==> src/rtl/core/gdfs_pkg.sv <==
// Shared types and constants for the GPS decimal field scanner.
`timescale 1ns / 1ps
`default_nettype none

package gdfs_pkg;

  typedef enum logic [1:0] {
    PH_SKIP = 2'd0,
    PH_INT  = 2'd1,
    PH_FRAC = 2'd2
  } scan_phase_t;

  localparam logic [1:0] FIELD_TIME = 2'd0;
  localparam logic [1:0] FIELD_LAT  = 2'd1;
  localparam logic [1:0] FIELD_LON  = 2'd2;

  localparam logic [1:0] CFG_TIME_DIGITS = 2'd0;
  localparam logic [1:0] CFG_POS_MIN     = 2'd1;
  localparam logic [1:0] CFG_POS_MAX     = 2'd2;

  localparam logic [7:0] CH_DOT  = 8'h2E;
  localparam logic [7:0] CH_ZERO = 8'h30;
  localparam logic [7:0] CH_NINE = 8'h39;

  localparam logic [29:0] VALUE_CEILING = 30'd999999999;
  localparam logic [4:0]  DIGIT_SAT     = 5'd31;
  localparam logic [3:0]  FRAC_CNT_SAT  = 4'd15;

  // Largest value a part may hold: 10^digits - 1, clipped to nine nines.
  function automatic logic [29:0] part_cap(input int digits);
    longint cap;
    int     i;
    cap = 1;
    for (i = 0; i < digits && i < 18; i++) begin
      cap = cap * 10;
    end
    cap = cap - 1;
    if (cap > 64'(VALUE_CEILING)) begin
      cap = 64'(VALUE_CEILING);
    end
    return cap[29:0];
  endfunction

endpackage

`default_nettype wire

==> src/rtl/core/gps_decimal_field_scanner_core.sv <==
// GPS decimal field scanner: character stage, scan state and result register.
`timescale 1ns / 1ps
`default_nettype none

// Scans a GPS character stream one word (character) per cycle. Non-digits are
// skipped; a run of integer digits, an optional '.', and fraction digits form
// one number, which ends at the first character that cannot continue it (that
// character is consumed). Each finished number yields one result word with the
// integer value, the fraction value and its digit count, the total digit count,
// an overflow flag (a part passed MAX_PART_DIGITS digits or nine nines, value
// saturates), the field it belongs to (time, latitude, longitude, cycling), and
// an accepted flag: time needs exactly time_digit_count digits, a position
// needs a count in [position_digits_min, position_digits_max]. resync with a
// character forces the field back to time before that character is handled.
// Throughput is one character per clock, sustained. An accepted character sits
// in a one-word input stage and is folded into the scan state when it leaves
// the stage (one multiply-by-ten accumulate per part); a number it ends is
// loaded into the output register at that same edge. The stage keeps taking
// characters while a result waits, and stalls only when a terminating
// character meets a full output register. Configuration registers (index 0
// time count, 1 position min, 2 position max) are written through cfg_we /
// cfg_index / cfg_data by the user while idle; the block does not enforce it.
module gps_decimal_field_scanner_core #(
  parameter int MAX_PART_DIGITS = 9
) (
  input  wire logic        clk,
  input  wire logic        rst,
  // character input
  input  wire logic        in_valid,
  output logic             in_ready,
  input  wire logic [7:0]  in_char,
  input  wire logic        resync,
  // result output
  output logic             out_valid,
  input  wire logic        out_ready,
  output logic [1:0]       field_index,
  output logic [29:0]      whole_part,
  output logic [29:0]      fraction_value,
  output logic [3:0]       fraction_digits,
  output logic [4:0]       digit_total,
  output logic             accepted,
  output logic             overflow,
  // configuration
  input  wire logic        cfg_we,
  input  wire logic [1:0]  cfg_index,
  input  wire logic [3:0]  cfg_data
);

  localparam logic [29:0] PART_CAP  = gdfs_pkg::part_cap(MAX_PART_DIGITS);
  localparam logic [4:0]  MAX_DIGITS = 5'(MAX_PART_DIGITS);
  localparam logic [33:0] CEIL_WIDE = 34'(gdfs_pkg::VALUE_CEILING);

  // configuration registers
  logic [3:0] time_digit_count;
  logic [3:0] position_digits_min;
  logic [3:0] position_digits_max;

  always_ff @(posedge clk) begin
    if (rst) begin
      time_digit_count    <= 4'd9;
      position_digits_min <= 4'd7;
      position_digits_max <= 4'd9;
    end else if (cfg_we) begin
      case (cfg_index)
        gdfs_pkg::CFG_TIME_DIGITS: time_digit_count    <= cfg_data;
        gdfs_pkg::CFG_POS_MIN:     position_digits_min <= cfg_data;
        gdfs_pkg::CFG_POS_MAX:     position_digits_max <= cfg_data;
        default: ;
      endcase
    end
  end

  // input stage: one character word
  logic       stage_valid;
  logic [7:0] stage_char;
  logic       stage_resync;
  logic       stage_adv;

  // scan state
  gdfs_pkg::scan_phase_t scan_phase, scan_phase_next;
  logic [1:0]  current_field, current_field_next;
  logic [29:0] whole_acc, whole_acc_next;
  logic [29:0] fraction_acc, fraction_acc_next;
  logic [3:0]  fraction_count, fraction_count_next;
  logic [4:0]  digit_count, digit_count_next;
  logic        overflow_seen, overflow_seen_next;

  // per-character decode
  logic        is_digit;
  logic [3:0]  digit_val;
  logic        emit;
  logic        field_ok;
  logic [1:0]  field_now;
  logic [33:0] whole_push;
  logic [33:0] frac_push;
  logic        whole_ovf;
  logic        frac_ovf;
  logic        frac_inc;
  logic [4:0]  digit_count_inc;
  logic        out_free;

  assign is_digit  = (stage_char >= gdfs_pkg::CH_ZERO) && (stage_char <= gdfs_pkg::CH_NINE);
  assign digit_val = stage_char[3:0];

  // ASCII digits carry their value in the low nibble
  assign whole_push = 34'(whole_acc) * 34'd10 + 34'(digit_val);
  assign frac_push  = 34'(fraction_acc) * 34'd10 + 34'(digit_val);

  assign whole_ovf = (digit_count >= MAX_DIGITS) || (whole_push > CEIL_WIDE);
  assign frac_ovf  = ({1'b0, fraction_count} >= MAX_DIGITS) || (frac_push > CEIL_WIDE);
  // fraction count holds when the part is full, or when this digit just clipped it
  assign frac_inc  = ({1'b0, fraction_count} < MAX_DIGITS)
                     && !((frac_push > CEIL_WIDE) && (fraction_acc != PART_CAP))
                     && (fraction_count != gdfs_pkg::FRAC_CNT_SAT);

  assign digit_count_inc = (digit_count == gdfs_pkg::DIGIT_SAT) ? digit_count
                                                                : digit_count + 5'd1;

  always_comb begin
    emit = 1'b0;
    case (scan_phase)
      gdfs_pkg::PH_INT:  emit = !is_digit && (stage_char != gdfs_pkg::CH_DOT);
      gdfs_pkg::PH_FRAC: emit = !is_digit;
      default:           emit = 1'b0;
    endcase
  end

  // resync and unused code 3 both mean time
  assign field_now = (stage_resync || (current_field == 2'd3)) ? gdfs_pkg::FIELD_TIME
                                                                 : current_field;

  always_comb begin
    if (field_now == gdfs_pkg::FIELD_TIME) begin
      field_ok = (digit_count == {1'b0, time_digit_count});
    end else begin
      field_ok = (digit_count >= {1'b0, position_digits_min})
                 && (digit_count <= {1'b0, position_digits_max});
    end
  end

  assign out_free  = !out_valid || out_ready;
  assign stage_adv = stage_valid && (!emit || out_free);
  assign in_ready  = !stage_valid || stage_adv;

  // next scan state
  always_comb begin
    scan_phase_next     = scan_phase;
    current_field_next  = field_now;
    whole_acc_next      = whole_acc;
    fraction_acc_next   = fraction_acc;
    fraction_count_next = fraction_count;
    digit_count_next    = digit_count;
    overflow_seen_next  = overflow_seen;
    if (emit) begin
      scan_phase_next     = gdfs_pkg::PH_SKIP;
      current_field_next  = (field_now == gdfs_pkg::FIELD_LON) ? gdfs_pkg::FIELD_TIME
                                                               : field_now + 2'd1;
      whole_acc_next      = '0;
      fraction_acc_next   = '0;
      fraction_count_next = '0;
      digit_count_next    = '0;
      overflow_seen_next  = 1'b0;
    end else begin
      case (scan_phase)
        gdfs_pkg::PH_INT: begin
          if (is_digit) begin
            whole_acc_next     = whole_ovf ? PART_CAP : whole_push[29:0];
            overflow_seen_next = overflow_seen || whole_ovf;
            digit_count_next   = digit_count_inc;
          end else begin
            scan_phase_next = gdfs_pkg::PH_FRAC;
          end
        end
        gdfs_pkg::PH_FRAC: begin
          fraction_acc_next   = frac_ovf ? PART_CAP : frac_push[29:0];
          overflow_seen_next  = overflow_seen || frac_ovf;
          fraction_count_next = frac_inc ? fraction_count + 4'd1 : fraction_count;
          digit_count_next    = digit_count_inc;
        end
        default: begin
          if (is_digit) begin
            scan_phase_next  = gdfs_pkg::PH_INT;
            whole_acc_next   = 30'(digit_val);
            digit_count_next = 5'd1;
          end
        end
      endcase
    end
  end

  always_ff @(posedge clk) begin
    if (rst) begin
      stage_valid <= 1'b0;
    end else if (in_ready) begin
      stage_valid <= in_valid;
    end
  end

  always_ff @(posedge clk) begin
    if (in_ready && in_valid) begin
      stage_char   <= in_char;
      stage_resync <= resync;
    end
  end

  always_ff @(posedge clk) begin
    if (rst) begin
      scan_phase     <= gdfs_pkg::PH_SKIP;
      current_field  <= gdfs_pkg::FIELD_TIME;
      whole_acc      <= '0;
      fraction_acc   <= '0;
      fraction_count <= '0;
      digit_count    <= '0;
      overflow_seen  <= 1'b0;
    end else if (stage_adv) begin
      scan_phase     <= scan_phase_next;
      current_field  <= current_field_next;
      whole_acc      <= whole_acc_next;
      fraction_acc   <= fraction_acc_next;
      fraction_count <= fraction_count_next;
      digit_count    <= digit_count_next;
      overflow_seen  <= overflow_seen_next;
    end
  end

  // result register
  always_ff @(posedge clk) begin
    if (rst) begin
      out_valid <= 1'b0;
    end else if (stage_adv && emit) begin
      out_valid <= 1'b1;
    end else if (out_ready) begin
      out_valid <= 1'b0;
    end
  end

  always_ff @(posedge clk) begin
    if (stage_adv && emit) begin
      field_index     <= field_now;
      whole_part      <= whole_acc;
      fraction_value  <= fraction_acc;
      fraction_digits <= fraction_count;
      digit_total     <= digit_count;
      accepted        <= field_ok;
      overflow        <= overflow_seen;
    end
  end

`ifndef SYNTH
  // skip phase always starts from a cleared number
  a_skip_clear: assert property (@(posedge clk) disable iff (rst)
    scan_phase == gdfs_pkg::PH_SKIP |-> digit_count == 5'd0 && fraction_count == 4'd0
                                        && !overflow_seen)
    else $error("scan state not cleared in skip phase");

  // a held character word is never dropped
  a_stage_hold: assert property (@(posedge clk) disable iff (rst)
    stage_valid && !stage_adv |=> stage_valid && $stable(stage_char))
    else $error("stalled character word lost");

  // fraction digits are part of the total
  a_frac_le_total: assert property (@(posedge clk) disable iff (rst)
    out_valid |-> {1'b0, fraction_digits} <= digit_total)
    else $error("fraction digit count exceeds total");

  // a terminator never overwrites a result that is still waiting
  a_no_overwrite: assert property (@(posedge clk) disable iff (rst)
    out_valid && !out_ready |-> !(stage_adv && emit))
    else $error("result overwritten while stalled");
`endif

endmodule

`default_nettype wire
==> config.mk <==
export PLATFORM = sky130hd
export DESIGN_NAME = gps_decimal_field_scanner_core
export DESIGN_NICKNAME = d
export VERILOG_FILES = /design/src/rtl/core/gdfs_pkg.sv /design/src/rtl/core/gps_decimal_field_scanner_core.sv
export SDC_FILE = /design/constraint.sdc
export NUM_CORES = 1
export LEC_CHECK = 0
export BUFFER_PORTS_ARGS = -buffer_cell sky130_fd_sc_hd__buf_2
export CAP_MARGIN = 10
export CORE_AREA = 2 2 156 158
export DETAILED_ROUTE_END_ITERATION = 7
export DIE_AREA = 0 0 158 160
export HOLD_SLACK_MARGIN = 0.12
export PLACE_DENSITY = 0.83
export SLEW_MARGIN = 20
export SYNTH_ARGS = -nofsm -noshare
export SYNTH_HDL_FRONTEND = slang
export SYNTH_SLANG_ARGS = --single-unit
==> constraint.sdc <==
create_clock -name clk -period 5.1 [get_ports clk]
set_input_delay 0.255 -clock clk [delete_from_list [all_inputs] [get_ports clk]]
set_output_delay 0.255 -clock clk [all_outputs]
set_load 0.01 [all_outputs]
=== Word-level counts from Yosys, hierarchy flattened ===
Index checks and enable logic that the tools add are counted.

* Bits in registers: 170
* Output and inout bits: 75
* Logic and storage cells: 121

* Reduce and logical (&&, ||, !) cells: 40
* Multiply operators: 2
* Add/subtract/negate cells: 5
* Equality and inequality tests: 14
* Mux-type cells: 30
* $lt $le $gt $ge: 9

{| class="wikitable"
|+ Operator list
! cell !! number
|-
| 30-bit two-way mux || 7
|-
| 34-bit by 4-bit adder with 34-bit output || 2
|-
| 34-bit by 30-bit > comparator with 1-bit output, second input constant || 2
|-
| 30-bit by 3-bit multiplier with 33-bit output, second input constant || 2
|-
| 30-bit one-hot mux with 2 select lines || 1
|-
| 30-bit inequality test, second input constant || 1
|-
| 5-bit two-way mux || 4
|-
| 2-bit two-way mux || 6
|-
| 4-bit two-way mux || 3
|-
| 3-bit AND reduction || 4
|-
| 5-bit one-hot mux with 2 select lines || 1
|-
| 1-bit logical AND || 9
|-
| 3-bit nonzero test || 3
|-
| 2-bit == test, second input constant || 4
|-
| 8-bit by 6-bit greater-or-equal comparator with 1-bit output, second input constant || 1
|-
| 8-bit by 6-bit less-or-equal comparator with 1-bit output, second input constant || 1
|-
| 1-bit logical OR || 8
|-
| 8-bit by 6-bit inequality test with 1-bit output, second input constant || 1
|-
| 2-bit AND reduction || 4
|-
| 2-bit nonzero test || 4
|-
| 3-bit inequality test, second input constant || 2
|-
| 5-bit by 1-bit adder with 5-bit output, second input constant || 1
|-
| 5-bit by 4-bit == test with 1-bit output || 1
|-
| 5-bit == test, second input constant || 1
|-
| other kinds (16) || 27
|}

=== Depth between registers and ports, before layout ===
Gate-level depths: netlist (run 1).

* Depth after elaboration: 10
* Gate-level depth with buffers: 18
* Gate-level depth less buffers: 15

=== Worst setup path before layout (run 1) ===
Ideal clock, no wire load.

* Path type: reg2reg
* Start: register scan_phase[1]
* End: register overflow_seen
* Required time: 4,981 ps
* Setup time: 119 ps
* Path slack: -528 ps
* Stages on the path, launching flop included: 11
* Buffers on the path: 1
* Arrival: 5,509 ps
* Cell sequence: dfxtp_1 inv_1 ha_1 clkbuf_1 inv_1 o21ai_0 nand2_1 or2_2 nor2_1 nor2_1 a22o_1

* Longest elaborated chain between the ends: 6
* Elaborated cells on any way between the ends: 11

{| class="wikitable"
|+ Ends and longest elaborated chain
! what !! line !! source
|-
| start, declared || gps_decimal_field_scanner_core.sv:80 || <nowiki>gdfs_pkg::scan_phase_t scan_phase, scan_phase_next;</nowiki>
|-
| start signal, assigned || gps_decimal_field_scanner_core.sv:208 || <nowiki>scan_phase <= gdfs_pkg::PH_SKIP;</nowiki>
|-
| start signal, assigned || gps_decimal_field_scanner_core.sv:216 || <nowiki>scan_phase <= scan_phase_next;</nowiki>
|-
| 2-bit == test / 2-bit by 1-bit == test with 1-bit output (equally long branches) || gps_decimal_field_scanner_core.sv:121, gps_decimal_field_scanner_core.sv:164 ||
|-
| 1-bit one-hot mux with 2 select lines || gps_decimal_field_scanner_core.sv:121 || <nowiki>case (scan_phase)</nowiki>
|-
| 1-bit zero test || gps_decimal_field_scanner_core.sv:142 || <nowiki>assign stage_adv = stage_valid && (!emit || out_free);</nowiki>
|-
| 1-bit logical OR || gps_decimal_field_scanner_core.sv:142 ||
|-
| 1-bit logical AND || gps_decimal_field_scanner_core.sv:142 ||
|-
| 3-bit AND reduction (no line) || -- ||
|-
| end signal, assigned || gps_decimal_field_scanner_core.sv:222 || <nowiki>overflow_seen <= overflow_seen_next;</nowiki>
|-
| end, declared || gps_decimal_field_scanner_core.sv:86 || <nowiki>logic overflow_seen, overflow_seen_next;</nowiki>
|}

Several ways; a longest one is shown, not always the timed one.
A chain may end at the register's enable or synchronous reset.

=== Final worst setup path (run 1) ===
* Start: register fraction_acc[1]
* End: register fraction_acc[2]

* Longest elaborated chain between the ends: 7

{| class="wikitable"
|+ Ends and longest elaborated chain
! what !! line !! source
|-
| start, declared || gps_decimal_field_scanner_core.sv:83 || <nowiki>logic [29:0] fraction_acc, fraction_acc_next;</nowiki>
|-
| start signal, assigned || gps_decimal_field_scanner_core.sv:219 || <nowiki>fraction_acc <= fraction_acc_next;</nowiki>
|-
| 30-bit by 3-bit multiplier with 33-bit output * || gps_decimal_field_scanner_core.sv:107 || <nowiki>assign frac_push = 34'(fraction_acc) * 34'd10 + 34'(digit_val);</nowiki>
|-
| 34-bit by 4-bit adder with 34-bit output * || gps_decimal_field_scanner_core.sv:107 ||
|-
| 34-bit by 30-bit > comparator with 1-bit output || gps_decimal_field_scanner_core.sv:110 || <nowiki>assign frac_ovf = ({1'b0, fraction_count} >= MAX_DIGITS) || (frac_push > CEIL_WIDE);</nowiki>
|-
| 1-bit logical OR || gps_decimal_field_scanner_core.sv:110 ||
|-
| 30-bit two-way mux * || gps_decimal_field_scanner_core.sv:175 || <nowiki>fraction_acc_next = frac_ovf ? PART_CAP : frac_push[29:0];</nowiki>
|-
| 30-bit two-way mux * || gps_decimal_field_scanner_core.sv:164 || <nowiki>case (scan_phase)</nowiki>
|-
| 30-bit two-way mux * || gps_decimal_field_scanner_core.sv:154 || <nowiki>if (emit) begin</nowiki>
|}

Every way passes the cells marked *; elsewhere a longest branch is shown, timed or not. The select of a mux whose other input is x is not followed.

==> results of run 1 <==
power groups by stage:
stage	Clock, uW	Sequential [uW]	Combinational, uW
6_report	1410	1440	79.6
5_1_grt	1470	1440	87.6
4_1_cts	1420	1440	79.1
3_5_place_dp	0	1470	70.9
3_3_place_gp	0	1470	68.6
2_1_floorplan	0	1470	45.3
cell usage in the layout (no fill, tap or decap), types with 30 or more instances in the layout:
master / synthesis / layout
a221o_1: 34 / 34
nand3_1: 31 / 30
xor2_1: 32 / 31
ha_1: 134 / 134
a21oi_1: 75 / 75
buf_4: 6 / 34
buf_2: 6 / 94
dfxtp_1: 88 / 87
inv_1: 31 / 31
nor2_1: 103 / 100
edfxtp_1: 82 / 82
nand2_1: 114 / 114
xnor2_1: 48 / 48
o21ai_0: 61 / 60
nor3_1: 32 / 32
routing by layer:
metal  vias to the layer above  track usage, %  wire length, um
met5                         -               0                0
met4                         0           7.985              852
met1                      5445           34.34            14120
li1                       5380               -                -
met2                       417           45.63            16210
met3                        69           3.311             1957
kinds of logic (layout without fill, tap and decap cells):
family	after synthesis	after routing
multiplexers	20	20
AO/OA/AOI/OAI	391	391
buffers and inverters	75	206
XOR/XNOR	87	87
AND/OR/NAND/NOR	452	452
adder cells (fa/ha/maj)	138	138
flip-flops	170	170
through the flow:
| stage | setup WS, ps | total power [uW] | area [sq um] |
|---|---|---|---|
| global placement | -87.66 | 1540 | 13690 |
| detailed placement | -238.6 | 1543 | 13700 |
| floorplan | 629.7 | 1514 | 12800 |
| global route | -11.22 | 3003 | 14610 |
| CTS | 60.07 | 2942 | 14490 |
| finish | 262.3 | 2934 | 14610 |
cell type report:
type                       instances  area (sq um)
timing repair buffer             143         895.9
tap                              324         405.4
clock inverter                    14         195.2
multi-input combinational       1088          8329
clock buffer                      18         439.2
sequential                       170          4225
inverter                          31         116.4
fill                            1982          9214
flip-flops by register name, summed over array words and instances (netlist names):
| signal | cells |
|---|---|
| fraction_value | 30 |
| fraction_acc | 30 |
| stage_resync | 1 |
| position_digits_max | 4 |
| overflow | 1 |
| accepted | 1 |
| whole_acc | 30 |
| out_valid | 1 |
| fraction_digits | 4 |
| time_digit_count | 4 |
| stage_valid | 1 |
| overflow_seen | 1 |
| scan_phase | 2 |
| digit_total | 5 |
| current_field | 2 |
| fraction_count | 4 |
| field_index | 2 |
| whole_part | 30 |
| stage_char | 8 |
| digit_count | 5 |
| position_digits_min | 4 |
worst max-delay path, stage by stage (launching register included):
cell      delay [ps]
dfxtp_1          460
ha_1             290
ha_1             260
fa_1             450
a211oi_4         380
o21a_2           280
a21oi_2           90
xnor2_2          260
or4b_1           610
o21a_1           210
o32ai_1          140
nand3_1          140
a311oi_2         350
o211ai_2         110
and2_2           340
a221o_1          320
worst paths after layout:
path                                                to  slack, ps              startpoint
worst max register to register         fraction_acc[2]        260         fraction_acc[1]
worst max-delay path                   fraction_acc[2]        260         fraction_acc[1]
worst min register to register  position_digits_min[0]        480  position_digits_min[0]
worst min-delay path                       stage_valid        140                in_valid
repair_timing:
action,CTS,global route
pin swaps,0,5
hold buffers,13,0
endpoints found under the setup margin,23,56
buffers inserted,0,6
endpoints found under the hold margin,19,0
gates resized for setup,5,10
==> results.cfg, run 1 <==
[yosys]
synth-simple-area-share_pct = 19.41
synth_cell_type_count = 108
synthAdderAreaFrac_pct = 13.73
synth_common_cells = 134 x ha_1, 114 x nand2_1, 103 x nor2_1
synth_xor_area_share_pct = 6.414
synth_ff_type = dfxtp_1
synth-edff-count = 82
synth_warnings = 0
yosysTopAreaCell = edfxtp_1
synth_seq_cells = 170
synth_top_family_by_area = compound AO/OA/AOI/OAI gates
netlist_instances = 1333
async_flop_share_pct = 0
synth_nets = 1491
yosys-top-cells-area = edfxtp_1 19%, dfxtp_1 14%, ha_1 13%
synth_mux_area_share_pct = 1.584
synth.most_common_cell = ha_1
synth_compound_area_share_pct = 23.24
syn_area_per_cell_sq_um = 9.599
yosysTopAreaCellShare_pct = 19.24
syn_area_sq_um = 12800
ys_seq_area_share_pct = 33.01

[route]
wire_per_inst_um = 18.54
vias = 11310
ant_nets = 0
first_pass_iters = 8
routed_wirelength_um = 33140
vias_per_cell = 6.326
drc = 0
drt_iter0_markers = 879

[flow_run]
cap_violations = 0

[setup_path]
crit_fanout = 18
r2r_cells = 15
required_ps = 5420
arrival_ps = 5160
end_kind = flop
path_class = flop to flop
start_kind = flop

[global_route]
grt_use_total_pct = 26.40
grt.overflow.total = 0
grt_max_degree = 44
grt_pass1_vias = 10840
grt_pass1_wl_um = 54050
antenna_found_initial = 0

[power_and_ir_drop]
leakage_uw = 0.005869
ir_drop_mv = 0.1628
p_sw_share_pct = 21.64
pwr-share-clk_pct = 48.2
p_seq_share_pct = 49.1
combinationalPowerShare_pct = 2.7
switchingPower_uw = 634.9
internal_power_uw = 2299
power_density_nw_per_um2 = 200.9

[die]
die-area_sq_um = 25280
num_io_pins = 95
coreArea_sq_um = 23820
start_util_pct = 53.72
die_h_um = 160
die_w_um = 158
row_count = 57

[placement]
hpwlAfterDp_um = 24720
place_inst = 1736
port_buffers = 94
gp_congestion = 0.9358

[timing]
relSlewSlack_pct = 34.35
maxSlewViolCount = 0
fin_crit_sh_pct = 94.86
setup_viol = 0
finClkSkew_ps = 8.639
max_freq_mhz = 206.7
finalHoldViolCount = 0
hold_ws_ps = 141.3
min_period_ps = 4838
worst_slew_pin_slew_ps = 984.7
tns_ps = 0

[cells_and_area]
fin_cells = 1788
fin_util_pct = 61.32
n_antenna_cell = 0
drive_above_1_share_pct = 17.01
num-nets-final = 1609
area_growth_syn_to_layout_pct = 14.15

[clock_network]
clkTransAtPathRegs_ps = 70
cts_buffers = 17
cts-root-buf = clkbuf_16
clock-sinks = 170
htreeDepth = 4
clk_path_buf_depth = 2
cts_tree = yes
clk_latency_ps = 440

[outcome]
status = finished, final reports clean

[hold_path]
holdPathStages = 3
hold_class = primary input to flop
(Power assumes the default switching activity.)
==> inputs of run 2 (changes only) <==
Settings changed: ABC_AREA from default to 1, CORE_AREA 2 2 156 158 to 2 2 167 169, DIE_AREA 0 0 158 160 to 0 0 169 171.
==> run 2 against run 1 <==
Effect of this change:
- the flow now finishes with violations (DRC)
- worst hold slack improved by 24 ps
- clock skew rose by 2.8 ps
- critical path depth up 9
==> results.cfg, run 2 <==
[placement]
port_buffers = 94
gp_congestion = 0.9888
placed_area_sq_um = 15520
hpwlAfterDp_um = 32830

[yosys]
syn_area_per_cell_sq_um = 6.849
yosysTopAreaCell = nand2_1
yosys-top-cells-area = nand2_1 18%, edfxtp_1 17%, dfxtp_1 12%
netlist_instances = 2148
synth_ff_type = dfxtp_1
synth_mux_area_share_pct = 0
synthAdderAreaFrac_pct = 11.94
synth_nets = 2306
synth_common_cells = 693 x nand2_1, 287 x inv_1, 168 x nand3_1
async_flop_share_pct = 0
synth_cell_type_count = 61
synth-edff-count = 82
ys_seq_area_share_pct = 28.71
synth_seq_cells = 170
syn_area_sq_um = 14710
synth_top_family_by_area = simple AND/OR/NAND/NOR gates
yosysTopAreaCellShare_pct = 17.68
synth_compound_area_share_pct = 8.216
synth_warnings = 0
synth-simple-area-share_pct = 39.95
synth_xor_area_share_pct = 1.897
synth.most_common_cell = nand2_1

[global_route]
grt_max_degree = 65
antenna_found_initial = 0
grt_pass1_wl_um = 67780
grt.overflow.total = 0
grt_pass1_vias = 14260
grt_use_total_pct = 29.23

[die]
die_h_um = 171
die-area_sq_um = 28900
start_util_pct = 53.84
num_io_pins = 95
coreArea_sq_um = 27320
row_count = 61
die_w_um = 169

[clock_network]
cts_buffers = 17
clk_latency_ps = 460
clock-sinks = 170
post_cts_resized = 0
cts-root-buf = clkbuf_16
clk_path_buf_depth = 2
cts_tree = yes
htreeDepth = 4
clkTransAtPathRegs_ps = 70

[timing]
finClkSkew_ps = 11.43
setup_viol = 0
tns_ps = 0
hold_ws_ps = 165.8
max_freq_mhz = 229.6
fin_crit_sh_pct = 85.39
maxSlewViolCount = 0
relSlewSlack_pct = 31.78
min_period_ps = 4355
worst_slew_pin_slew_ps = 1021
finalHoldViolCount = 0
rsz0062_at_grt = false

[cells_and_area]
num-nets-final = 2413
final_area_sq_um = 16240
drive_above_1_share_pct = 14.02
layout_common_cells = 693 x nand2_1, 286 x inv_1, 168 x nand3_1
final_common_cell = nand2_1
n_antenna_cell = 0
area_growth_syn_to_layout_pct = 10.36

[outcome]
status = finished, violations left
violations = DRC

[route]
routed_wirelength_um = 41660
vias_per_cell = 5.621
drt_iter0_markers = 1176
wire_per_inst_um = 15.94
ant_nets = 0
drc = 5
first_pass_iters = 8
vias = 14690

[setup_path]
arrival_ps = 4660
rr_startpoint = whole_acc[3]
end_kind = flop
crit_path_start = whole_acc[3]
path_class = flop to flop
start_kind = flop
crit_fanout = 18
rrSetupSlack_ps = 740
required_ps = 5400

[power_and_ir_drop]
power_density_nw_per_um2 = 173.7
leakage_uw = 0.008080
ir_drop_mv = 0.1888

[flow_run]
cap_violations = 0

[hold_path]
worstHoldStart = cfg_index[0]
hold_class = primary input to flop
-- run 2: changes by cell type after synthesis, sizes merged, moves of 37 or more --
cell,change
nand2,+624
a21oi,+37
inv,+281
nor2,+101
nand4,+37
xnor2,-41
nand3,+170
-- run 2: layer usage --
layer / vias to the layer above / GRT usage, % / share of wire [%]
met4: 0 / 16.35 / 4.8
li1: 7237 / - / -
met3: 140 / 3.308 / 5.6
met2: 515 / 52.80 / 50
met1: 6800 / 33.76 / 40
met5: - / 0 / 0
-- run 2: layout make-up --
class                      count  area [sq um]
clock buffer                  19         442.9
fill                        2502         11090
inverter                     315          1191
sequential                   170          4224
clock inverter                13         135.1
tap                          346         432.9
multi-input combinational   1637          9141
timing repair buffer         114         668.1
-- run 2: logic make-up after synthesis --
family | Yosys count
AND/OR/NAND/NOR | 1263
buffers and inverters | 341
AO/OA/AOI/OAI | 205
flip-flops | 170
adder cells (fa/ha/maj) | 138
XOR/XNOR | 31
-- run 2: final timing paths --
check / end / depth (start not counted)
max: whole_acc[24] / 24
min reg2reg: position_digits_max[2] / 2
min: time_digit_count[3] / 4
max reg2reg: whole_acc[24] / 24
-- run 2: critical path, stage by stage (launching register included) --
cell	delay [ps]
dfxtp_1	460
ha_1	290
ha_1	290
fa_1	580
nand2_1	70
inv_1	70
nand4_1	100
nand2_1	100
nand2_1	80
nor2_1	190
nand3_2	170
inv_1	140
nand2_1	100
nor2_2	120
nand3_1	130
nor2_1	180
nand4_1	180
nand2_1	140
nor2_2	60
nand3_1	80
nand3_1	90
nand2_2	90
nand2_4	90
nand2_4	260
a31oi_1	150
-- run 2: where the power goes --
part	switching (uW)	total (uW)	internal, uW
combinational	47.9	76.9	29.0
clock	607	1310	698
sequential	8.89	1440	1430
total	664	2820	2160
-- run 2: repair_timing --
action	in CTS	in global routing
setup buffers	0	0
endpoints found under the hold margin	19	0
hold buffers	14	0
-- run 2: stage by stage --
stage	utilization (%)	worst slack (ps)	instances	total power [uW]
finish	59.42	744.9	2614	2820
global route	59.42	408.8	2614	2891
CTS	59.42	830.0	2614	2827
detailed placement	56.79	875.8	2568	1536
global placement	56.79	910.8	2568	1532
floorplan	-	1439	2148	1510
